<file path="src/hdl/lcv_pkg.sv">
// Package with the types, constants and ones' complement helper of the L4 checksum verifier.
`timescale 1ns / 1ps
`default_nettype none

package lcv_pkg;

    // Transport protocol kind reported with each result.
    typedef enum logic [1:0] {
        KIND_TCP   = 2'd0,
        KIND_UDP   = 2'd1,
        KIND_OTHER = 2'd2
    } l4_kind_t;

    // One registered input beat.
    typedef struct packed {
        logic [15:0] data_word;
        logic        last;
    } lcv_beat_t;

    // One result item.
    typedef struct packed {
        logic [15:0] checksum_value;
        l4_kind_t    l4_kind;
        logic        length_error;
    } lcv_result_t;

    localparam logic [3:0]  MIN_HDR_WORDS   = 4'd5;
    localparam logic [14:0] MAX_INDEX       = 15'h7fff;
    localparam logic [14:0] IDX_IHL         = 15'd0;
    localparam logic [14:0] IDX_TOTAL_LEN   = 15'd1;
    localparam logic [14:0] IDX_PROTOCOL    = 15'd4;
    localparam logic [14:0] IDX_ADDR_FIRST  = 15'd6;
    localparam logic [14:0] IDX_ADDR_LAST   = 15'd9;
    localparam logic [7:0]  PROTO_TCP       = 8'd6;
    localparam logic [7:0]  PROTO_UDP       = 8'd17;
    localparam logic [15:0] RECEIVED_FULL   = 16'h8000;

    // Ones' complement 16-bit add with end-around carry.
    function automatic logic [15:0] ones_add(input logic [15:0] a, input logic [15:0] b);
        logic [16:0] s;
        s = {1'b0, a} + {1'b0, b};
        return s[15:0] + {15'b0, s[16]};
    endfunction

endpackage

`default_nettype wire

</file>
<file path="src/hdl/lcv_in_if.sv">
// Stream interface that carries packet words into the checksum verifier.
`timescale 1ns / 1ps
`default_nettype none

interface lcv_in_if;
    logic        valid;
    logic        ready;
    logic [15:0] data_word;
    logic        last;

    modport source (output valid, output data_word, output last, input ready);
    modport sink   (input valid, input data_word, input last, output ready);
endinterface

`default_nettype wire

</file>
<file path="src/hdl/lcv_out_if.sv">
// Stream interface that carries checksum results out of the verifier.
`timescale 1ns / 1ps
`default_nettype none

interface lcv_out_if;
    logic        valid;
    logic        ready;
    logic [15:0] checksum_value;
    logic [1:0]  l4_kind;
    logic        length_error;

    modport source (output valid, output checksum_value, output l4_kind,
                    output length_error, input ready);
    modport sink   (input valid, input checksum_value, input l4_kind,
                    input length_error, output ready);
endinterface

`default_nettype wire

</file>
<file path="src/hdl/l4_checksum_verifier.sv">
// Top level of the TCP/UDP checksum verifier for IPv4 packets.
`timescale 1ns / 1ps
`default_nettype none

// The verifier takes an IPv4 packet as 16-bit big-endian words on pkt, one word
// per beat starting with the first IP header word, with last set on the final
// word. It keeps the header length, total length and protocol from the header,
// adds the source and destination addresses and the transport bytes into a
// ones' complement sum (words past the total length are ignored, an odd final
// byte is padded with zero), and on the final word adds the pseudo-header
// protocol and transport length. One result beat on res follows each packet:
// checksum_value is the complemented sum and reads zero for a correct packet,
// l4_kind is 0 for TCP, 1 for UDP and 2 for any other protocol, and
// length_error flags a header length under five words or a stream shorter than
// the total length. The block accepts one word in every clock cycle except while a
// final word is held as below. A word passes an input register, then end-around-carry
// adds into the packet state and the result register, and a result shows on res once
// its final word is loaded into the result register. Words that are not final keep
// flowing while a finished result waits on res; only the next final word holds in the
// input register until the result register is free, so the ready signal on pkt drops
// only while a final word waits, the result register is full and res is stalled.
module l4_checksum_verifier (
    input  wire logic clk,
    input  wire logic rst_n,
    lcv_in_if.sink    pkt,
    lcv_out_if.source res
);
    import lcv_pkg::*;

    logic        beat_valid;
    lcv_beat_t   beat;
    logic        slot_free;
    logic        advance;
    logic        load;
    lcv_result_t result;

    // A registered word moves on at once unless it is a final word and the
    // result register cannot take its result yet.
    assign advance = beat_valid && (slot_free || !beat.last);
    assign load    = advance && beat.last;

    lcv_in_stage u_in_stage (
        .clk        (clk),
        .rst_n      (rst_n),
        .pkt        (pkt),
        .advance    (advance),
        .beat_valid (beat_valid),
        .beat       (beat)
    );

    lcv_accum u_accum (
        .clk    (clk),
        .rst_n  (rst_n),
        .step   (advance),
        .beat   (beat),
        .result (result)
    );

    lcv_out_stage u_out_stage (
        .clk       (clk),
        .rst_n     (rst_n),
        .load      (load),
        .result    (result),
        .res       (res),
        .slot_free (slot_free)
    );

endmodule

`default_nettype wire

</file>
<file path="src/hdl/lcv_in_stage.sv">
// Input register stage that captures one packet word per beat.
`timescale 1ns / 1ps
`default_nettype none

module lcv_in_stage (
    input  wire logic              clk,
    input  wire logic              rst_n,
    lcv_in_if.sink                 pkt,
    input  wire logic              advance,
    output logic                   beat_valid,
    output lcv_pkg::lcv_beat_t     beat
);
    import lcv_pkg::*;

    logic      valid_reg;
    lcv_beat_t beat_reg;
    logic      take;

    // The stage can take a new beat when empty or when its beat moves on.
    assign pkt.ready  = !valid_reg || advance;
    assign take       = pkt.valid && pkt.ready;
    assign beat_valid = valid_reg;
    assign beat       = beat_reg;

    always_ff @(posedge clk or negedge rst_n)
    begin
        if (!rst_n)
        begin
            valid_reg <= 1'b0;
        end
        else if (take)
        begin
            valid_reg <= 1'b1;
        end
        else if (advance)
        begin
            valid_reg <= 1'b0;
        end
    end

    always_ff @(posedge clk)
    begin
        if (take)
        begin
            beat_reg.data_word <= pkt.data_word;
            beat_reg.last      <= pkt.last;
        end
    end

endmodule

`default_nettype wire

</file>
<file path="src/hdl/lcv_accum.sv">
// Header tracking, ones' complement accumulation and result computation.
`timescale 1ns / 1ps
`default_nettype none

module lcv_accum (
    input  wire logic               clk,
    input  wire logic               rst_n,
    input  wire logic               step,
    input  wire lcv_pkg::lcv_beat_t beat,
    output lcv_pkg::lcv_result_t    result
);
    import lcv_pkg::*;

    logic [14:0] word_index_reg,      word_index_next;
    logic        index_full_reg,      index_full_next;
    logic [3:0]  header_words_reg,    header_words_next;
    logic [15:0] packet_length_reg,   packet_length_next;
    logic [7:0]  protocol_number_reg, protocol_number_next;
    logic [15:0] running_sum_reg,     running_sum_next;

    logic [3:0]  hdr_eff;
    logic [14:0] payload_start;
    logic        live;
    logic        addr_word;
    logic        in_payload;
    logic [15:0] odd_end;
    logic        add_en;
    logic [15:0] addend;
    logic [15:0] received;
    logic [15:0] transport_len;
    logic [15:0] pseudo_sum;

    always_comb
    begin
        live = !index_full_reg;

        header_words_next    = (live && word_index_reg == IDX_IHL)
                               ? beat.data_word[11:8] : header_words_reg;
        packet_length_next   = (live && word_index_reg == IDX_TOTAL_LEN)
                               ? beat.data_word : packet_length_reg;
        protocol_number_next = (live && word_index_reg == IDX_PROTOCOL)
                               ? beat.data_word[7:0] : protocol_number_reg;

        hdr_eff       = (header_words_next < MIN_HDR_WORDS) ? MIN_HDR_WORDS
                                                            : header_words_next;
        payload_start = {10'b0, hdr_eff, 1'b0};

        // Source and destination addresses are header words six to nine.
        addr_word  = live && word_index_reg >= IDX_ADDR_FIRST
                          && word_index_reg <= IDX_ADDR_LAST;
        in_payload = live && word_index_reg >= payload_start;
        // Byte offset of the low byte of this word.
        odd_end    = {word_index_reg, 1'b1};

        add_en = 1'b0;
        addend = beat.data_word;
        if (addr_word)
        begin
            add_en = 1'b1;
        end
        else if (in_payload && odd_end < packet_length_next)
        begin
            add_en = 1'b1;
        end
        else if (in_payload && odd_end == packet_length_next)
        begin
            // Odd final byte is padded with a zero low byte.
            add_en = 1'b1;
            addend = {beat.data_word[15:8], 8'h00};
        end

        running_sum_next = add_en ? ones_add(running_sum_reg, addend) : running_sum_reg;

        index_full_next = index_full_reg || (word_index_reg == MAX_INDEX);
        word_index_next = (live && word_index_reg != MAX_INDEX)
                          ? word_index_reg + 15'd1 : word_index_reg;

        received      = index_full_next ? RECEIVED_FULL : {1'b0, word_index_next};
        transport_len = packet_length_next - {10'b0, hdr_eff, 2'b00};
        pseudo_sum    = ones_add(running_sum_next, {8'b0, protocol_number_next});

        result.checksum_value = ~ones_add(pseudo_sum, transport_len);
        if (protocol_number_next == PROTO_TCP)
        begin
            result.l4_kind = KIND_TCP;
        end
        else if (protocol_number_next == PROTO_UDP)
        begin
            result.l4_kind = KIND_UDP;
        end
        else
        begin
            result.l4_kind = KIND_OTHER;
        end
        result.length_error = (header_words_next < MIN_HDR_WORDS)
                           || ({received, 1'b0} < {1'b0, packet_length_next});
    end

    // All packet state returns to zero after the final word.
    always_ff @(posedge clk or negedge rst_n)
    begin
        if (!rst_n)
        begin
            word_index_reg      <= '0;
            index_full_reg      <= 1'b0;
            header_words_reg    <= '0;
            packet_length_reg   <= '0;
            protocol_number_reg <= '0;
            running_sum_reg     <= '0;
        end
        else if (step)
        begin
            if (beat.last)
            begin
                word_index_reg      <= '0;
                index_full_reg      <= 1'b0;
                header_words_reg    <= '0;
                packet_length_reg   <= '0;
                protocol_number_reg <= '0;
                running_sum_reg     <= '0;
            end
            else
            begin
                word_index_reg      <= word_index_next;
                index_full_reg      <= index_full_next;
                header_words_reg    <= header_words_next;
                packet_length_reg   <= packet_length_next;
                protocol_number_reg <= protocol_number_next;
                running_sum_reg     <= running_sum_next;
            end
        end
    end

endmodule

`default_nettype wire

</file>
<file path="src/hdl/lcv_out_stage.sv">
// Result register that holds one checksum result until it is taken.
`timescale 1ns / 1ps
`default_nettype none

module lcv_out_stage (
    input  wire logic                 clk,
    input  wire logic                 rst_n,
    input  wire logic                 load,
    input  wire lcv_pkg::lcv_result_t result,
    lcv_out_if.source                 res,
    output logic                      slot_free
);
    import lcv_pkg::*;

    logic        valid_reg;
    lcv_result_t result_reg;

    assign slot_free          = !valid_reg || res.ready;
    assign res.valid          = valid_reg;
    assign res.checksum_value = result_reg.checksum_value;
    assign res.l4_kind        = result_reg.l4_kind;
    assign res.length_error   = result_reg.length_error;

    always_ff @(posedge clk or negedge rst_n)
    begin
        if (!rst_n)
        begin
            valid_reg <= 1'b0;
        end
        else if (load)
        begin
            valid_reg <= 1'b1;
        end
        else if (res.ready)
        begin
            valid_reg <= 1'b0;
        end
    end

    always_ff @(posedge clk)
    begin
        if (load)
        begin
            result_reg <= result;
        end
    end

endmodule

`default_nettype wire

</file>
<file path="src/flat_wrapper.sv">
// flat-port wrapper written by rule: the top's interface ports become plain ports
module l4_checksum_verifier_flat import lcv_pkg::*;
  (clk, rst_n, pkt_valid, pkt_data_word, pkt_last, pkt_ready, res_valid, res_checksum_value, res_l4_kind, res_length_error, res_ready);
  lcv_in_if pkt_i ();
  lcv_out_if res_i ();
  input  wire logic clk;
  input  wire logic rst_n;
  input wire logic [$bits(pkt_i.valid)-1:0] pkt_valid;
  input wire logic [$bits(pkt_i.data_word)-1:0] pkt_data_word;
  input wire logic [$bits(pkt_i.last)-1:0] pkt_last;
  output wire logic [$bits(pkt_i.ready)-1:0] pkt_ready;
  output wire logic [$bits(res_i.valid)-1:0] res_valid;
  output wire logic [$bits(res_i.checksum_value)-1:0] res_checksum_value;
  output wire logic [$bits(res_i.l4_kind)-1:0] res_l4_kind;
  output wire logic [$bits(res_i.length_error)-1:0] res_length_error;
  input wire logic [$bits(res_i.ready)-1:0] res_ready;
  assign pkt_i.valid = pkt_valid;
  assign pkt_i.data_word = pkt_data_word;
  assign pkt_i.last = pkt_last;
  assign pkt_ready = pkt_i.ready;
  assign res_valid = res_i.valid;
  assign res_checksum_value = res_i.checksum_value;
  assign res_l4_kind = res_i.l4_kind;
  assign res_length_error = res_i.length_error;
  assign res_i.ready = res_ready;
  l4_checksum_verifier u_core (.clk(clk), .rst_n(rst_n), .pkt(pkt_i), .res(res_i));
endmodule
</file>
<file path="config.mk">
export PLATFORM = sky130hd
export DESIGN_NAME = l4_checksum_verifier_flat
export DESIGN_NICKNAME = d
export VERILOG_FILES = /design/src/hdl/lcv_pkg.sv /design/src/hdl/lcv_in_if.sv /design/src/hdl/lcv_out_if.sv /design/src/hdl/l4_checksum_verifier.sv /design/src/hdl/lcv_in_stage.sv /design/src/hdl/lcv_accum.sv /design/src/hdl/lcv_out_stage.sv /design/src/flat_wrapper.sv
export SDC_FILE = /design/constraint.sdc
export NUM_CORES = 1
export LEC_CHECK = 0
export BUFFER_PORTS_ARGS = -buffer_cell sky130_fd_sc_hd__buf_2
export CAP_MARGIN = 20
export CORE_MARGIN = 1
export CORE_UTILIZATION = 46
export CTS_CLUSTER_DIAMETER = 80
export DETAILED_ROUTE_END_ITERATION = 8
export PLACE_DENSITY = 0.7
export RECOVER_POWER = 25
export SLEW_MARGIN = 30
export SYNTH_ARGS = -nofsm -noshare
export SYNTH_HDL_FRONTEND = slang
export SYNTH_SLANG_ARGS = --single-unit
</file>
<file path="constraint.sdc">
create_clock -name clk -period 13.8 [get_ports clk]
set_input_delay 2.76 -clock clk [delete_from_list [all_inputs] [get_ports clk]]
set_output_delay 2.76 -clock clk [all_outputs]
set_load 0.03 [all_outputs]
</file>
==> run_results.csv <==
group,metric,value,unit
outcome,outcome,"complete, but fails checks",
outcome,failed_checks,"DRC, capacitance limit, slew limit",
timing,achievable-frequency,0.0781,GHz
synthesis,synthesis.area_per_instance,8.92,sq um
timing,fin_crit,12.80,ns
place,gpl.final_weighted_congestion,1.00,
clock_network,clock_sinks,98,
grt,grt_use_met2,39.8,%
finish,layout_common_cells,"94 x nand2_1, 90 x ha_1, 76 x o21ai_0",
place,portBuffers,41,
detailed_routing,postRouteAntennaNets,0,
grt,largest_net_degree_at_the_start_of_global_routing,63,
place,hpwlAfterDp,17500,microns
critical_path,cp_slowest_cell,"dfrtp_2",
finish,finish.net_count,1131,
detailed_routing,drt-total-wl,22900,microns
die,die_w,138,microns
timing,finalClockSkew,0.00899,ns
critical_path,reg_to_reg_critical_path_startpoint,"u_core.u_accum.word_index_reg[9]",
die,coreArea,18100,sq um
grt,global_route.usage.met3,4.26,%
flow_run,timing.max_cap.violations,1,
hold_path,timing.hold.worst.class,"reg2reg",
critical_path,regToRegEndpoint,"u_core.u_out_stage.res.checksum_value[15]",
synthesis,ys_warn_count,0,
clock_network,cts_buffer_depth,2,
finish,drive_gt1_share,14.0,%
critical_path,cp.arrival,12.92,ns
critical_path,endpoint_kind,"flop",
timing,transition_at_the_pin_with_the_smallest_max_transition_slack,3.65,ns
timing,final.period_utilization,92.8,%
synthesis,synthArstFlopShare,63.3,%
detailed_routing,drt-initial-drc-count,663,
synthesis,syn_nets,1072,
die,floorplan.rows,49,
synthesis,synth-edff-count,36,
timing,finalHoldViolCount,0,
finish,n_antenna_cell,0,
timing,drv_slew,63,
synthesis,synth_flop_cell,"dfrtp_1",
finish,area_delta_synth_final,12.4,%
critical_path,setup.reg_to_reg.worst_slack,1.0,ns
synthesis,yosysSeqAreaShare,30.8,%
detailed_routing,via_count,7411,
finish,mostFrequentLayoutCell,"nand2_1",
critical_path,worst_setup_path_start_kind,"flop",
grt,global_route.peak_usage_layer,"met2",
die,dieHeight,138,microns
timing,finalSetupViolations,0,
critical_path,critical_path.max_stage_delay,0.48,ns
die,floorplan_die_area,19100,sq um
clock_network,clk_transition_reported_paths,0.07,ns
detailed_routing,via_cell_ratio,5.93,
critical_path,setup.worst_path.class,"reg2reg",
finish,flip_flop_count_of_the_largest_register_all_copies_and_words_added,17,
grt,first_global_vias,6963,
synthesis,synth-seq-cells,98,
grt,global_route.overflow_total,0,
clock_network,cts_tree,"done",
grt,grt_first_pass_wirelength,36500,microns
detailed_routing,drt_first_pass_iters,7,
critical_path,r2r.worst_path.cells,65,
critical_path,critical_path.most_common_cell,"ha_1",
clock_network,tritoncts.num_buffers,9,
synthesis,ys_types,77,
timing,worst_slew_margin_rel,-144,%
synthesis,synth_cells,957,
detailed_routing,wl_per_cell,18.4,microns
clock_network,clk_latency,0.37,ns
critical_path,crit_required,13.92,ns
grt,antenna_found_initial,0,
synthesis,mappedNetlistArea,8540,sq um
clock_network,h-tree-depth,3,
hold_path,hold_path_depth,2,
clock_network,clock_tree.root_cell,"clkbuf_16",
die,initial_utilization,47.2,%
critical_path,path_max_fanout,10,
timing,hold_ws,0.483,ns
die,ioPinCount,42,
hold_path,whs_endpoint,"u_core.u_accum.packet_length_reg[2]",
grt,groute.layer.met1.usage,33.3,%
hold_path,min-delay-start,"u_core.u_accum.packet_length_reg[2]",
grt,grt_use_total,24.6,%
detailed_routing,drc_errors,7,
## area by class of cell
cell class,instances,area (sq um)
clock buffer,10,229
clock inverter,6,48.8
fill,1651,8490
inverter,45,169
multi-input combinational,785,5750
sequential,98,2640
tap,229,287
timing repair buffer,77,475
## repair_timing
item,4_1_cts,5_1_grt
gates cloned,0,0
hold buffers,0,0
pin swaps,0,13
buffers inserted,0,8
resized for setup,1,29
endpoints found under the setup margin,1,12
## worst max-delay path: cells and delay by family, from the launching register on
family | cells | cell delay, ns
simple gates | 28 | 4.98
compound gates | 21 | 3.83
fa+ha+maj | 9 | 2.16
flops | 1 | 0.48
xor+xnor | 3 | 0.48
mux | 1 | 0.30
buf+inv | 3 | 0.29
## Yosys cell counts (all sizes together), types with 9 or more instances
master	count	area, sq um
nand2	95	359
and2	18	113
clkbuf	22	82.6
a22o	10	87.6
nor3	22	110
nor3b	9	67.6
inv	45	169
mux2i	33	330
dfrtp	62	1550
nor2b	15	93.8
nand3	32	160
nand2b	10	62.6
a21o	28	210
xor2	38	340
xnor2	55	482
nor2	59	221
and3	14	92.6
a21oi	48	240
nand4	14	87.6
nor4	10	90.1
or3	10	62.6
o21ai	80	404
ha	90	1130
edfxtp	36	1080
## per-stage QoR
step	cell area (sq um)	TNS (ns)	setup slack, ns	utilization [%]	std cells
after detailed placement	9130	-0.0555	-0.0555	50.5	1226
after CTS	9410	0	0.0404	52.0	1242
after floorplan	8540	0	1.46	-	957
after global placement	9120	0	0.514	50.4	1226
final	9600	0	0.997	53.1	1250
after global routing	9600	-0.0270	-0.0270	53.1	1250
## how the worst max path moves through the flow
| stage | start | endpoint | slack [ns] | cells past startpoint |
|---|---|---|---|---|
| 5_1_grt | u_core.u_accum.word_index_reg[9] | u_core.u_out_stage.res.checksum_value[15] | -0.03 | 65 |
| 2_1_floorplan | u_core.u_accum.word_index_reg[1] | u_core.u_out_stage.res.checksum_value[15] | 1.46 | 63 |
| 6_report | u_core.u_accum.word_index_reg[9] | u_core.u_out_stage.res.checksum_value[15] | 1.0 | 65 |
| 4_1_cts | u_core.u_accum.word_index_reg[8] | u_core.u_out_stage.res.checksum_value[15] | 0.04 | 63 |
| 3_3_place_gp | u_core.u_accum.word_index_reg[9] | u_core.u_out_stage.res.checksum_value[15] | 0.51 | 61 |
| 3_5_place_dp | u_core.u_accum.word_index_reg[8] | u_core.u_out_stage.res.checksum_value[15] | -0.06 | 63 |
## layer usage
layer | vias up | wire length, microns
met2 | 224 | 10400
met5 | - | 0
met1 | 3537 | 10600
met4 | 0 | 632
met3 | 47 | 1330
li1 | 3603 | -
## cells by family after synthesis
kind of cell | count (synthesis) | synth area share, %
and+or+nand+nor | 330 | 20.0
adders and majority gates | 94 | 14.1
muxes | 33 | 3.87
buffers and inverters | 74 | 3.37
AOI/OAI and AO/OA | 235 | 18.2
DFF | 98 | 30.8
xor gates and xnor gates | 93 | 9.63
Power is not shown: default switching activity piles up to over one toggle a cycle in this logic, so the estimate is an artifact.
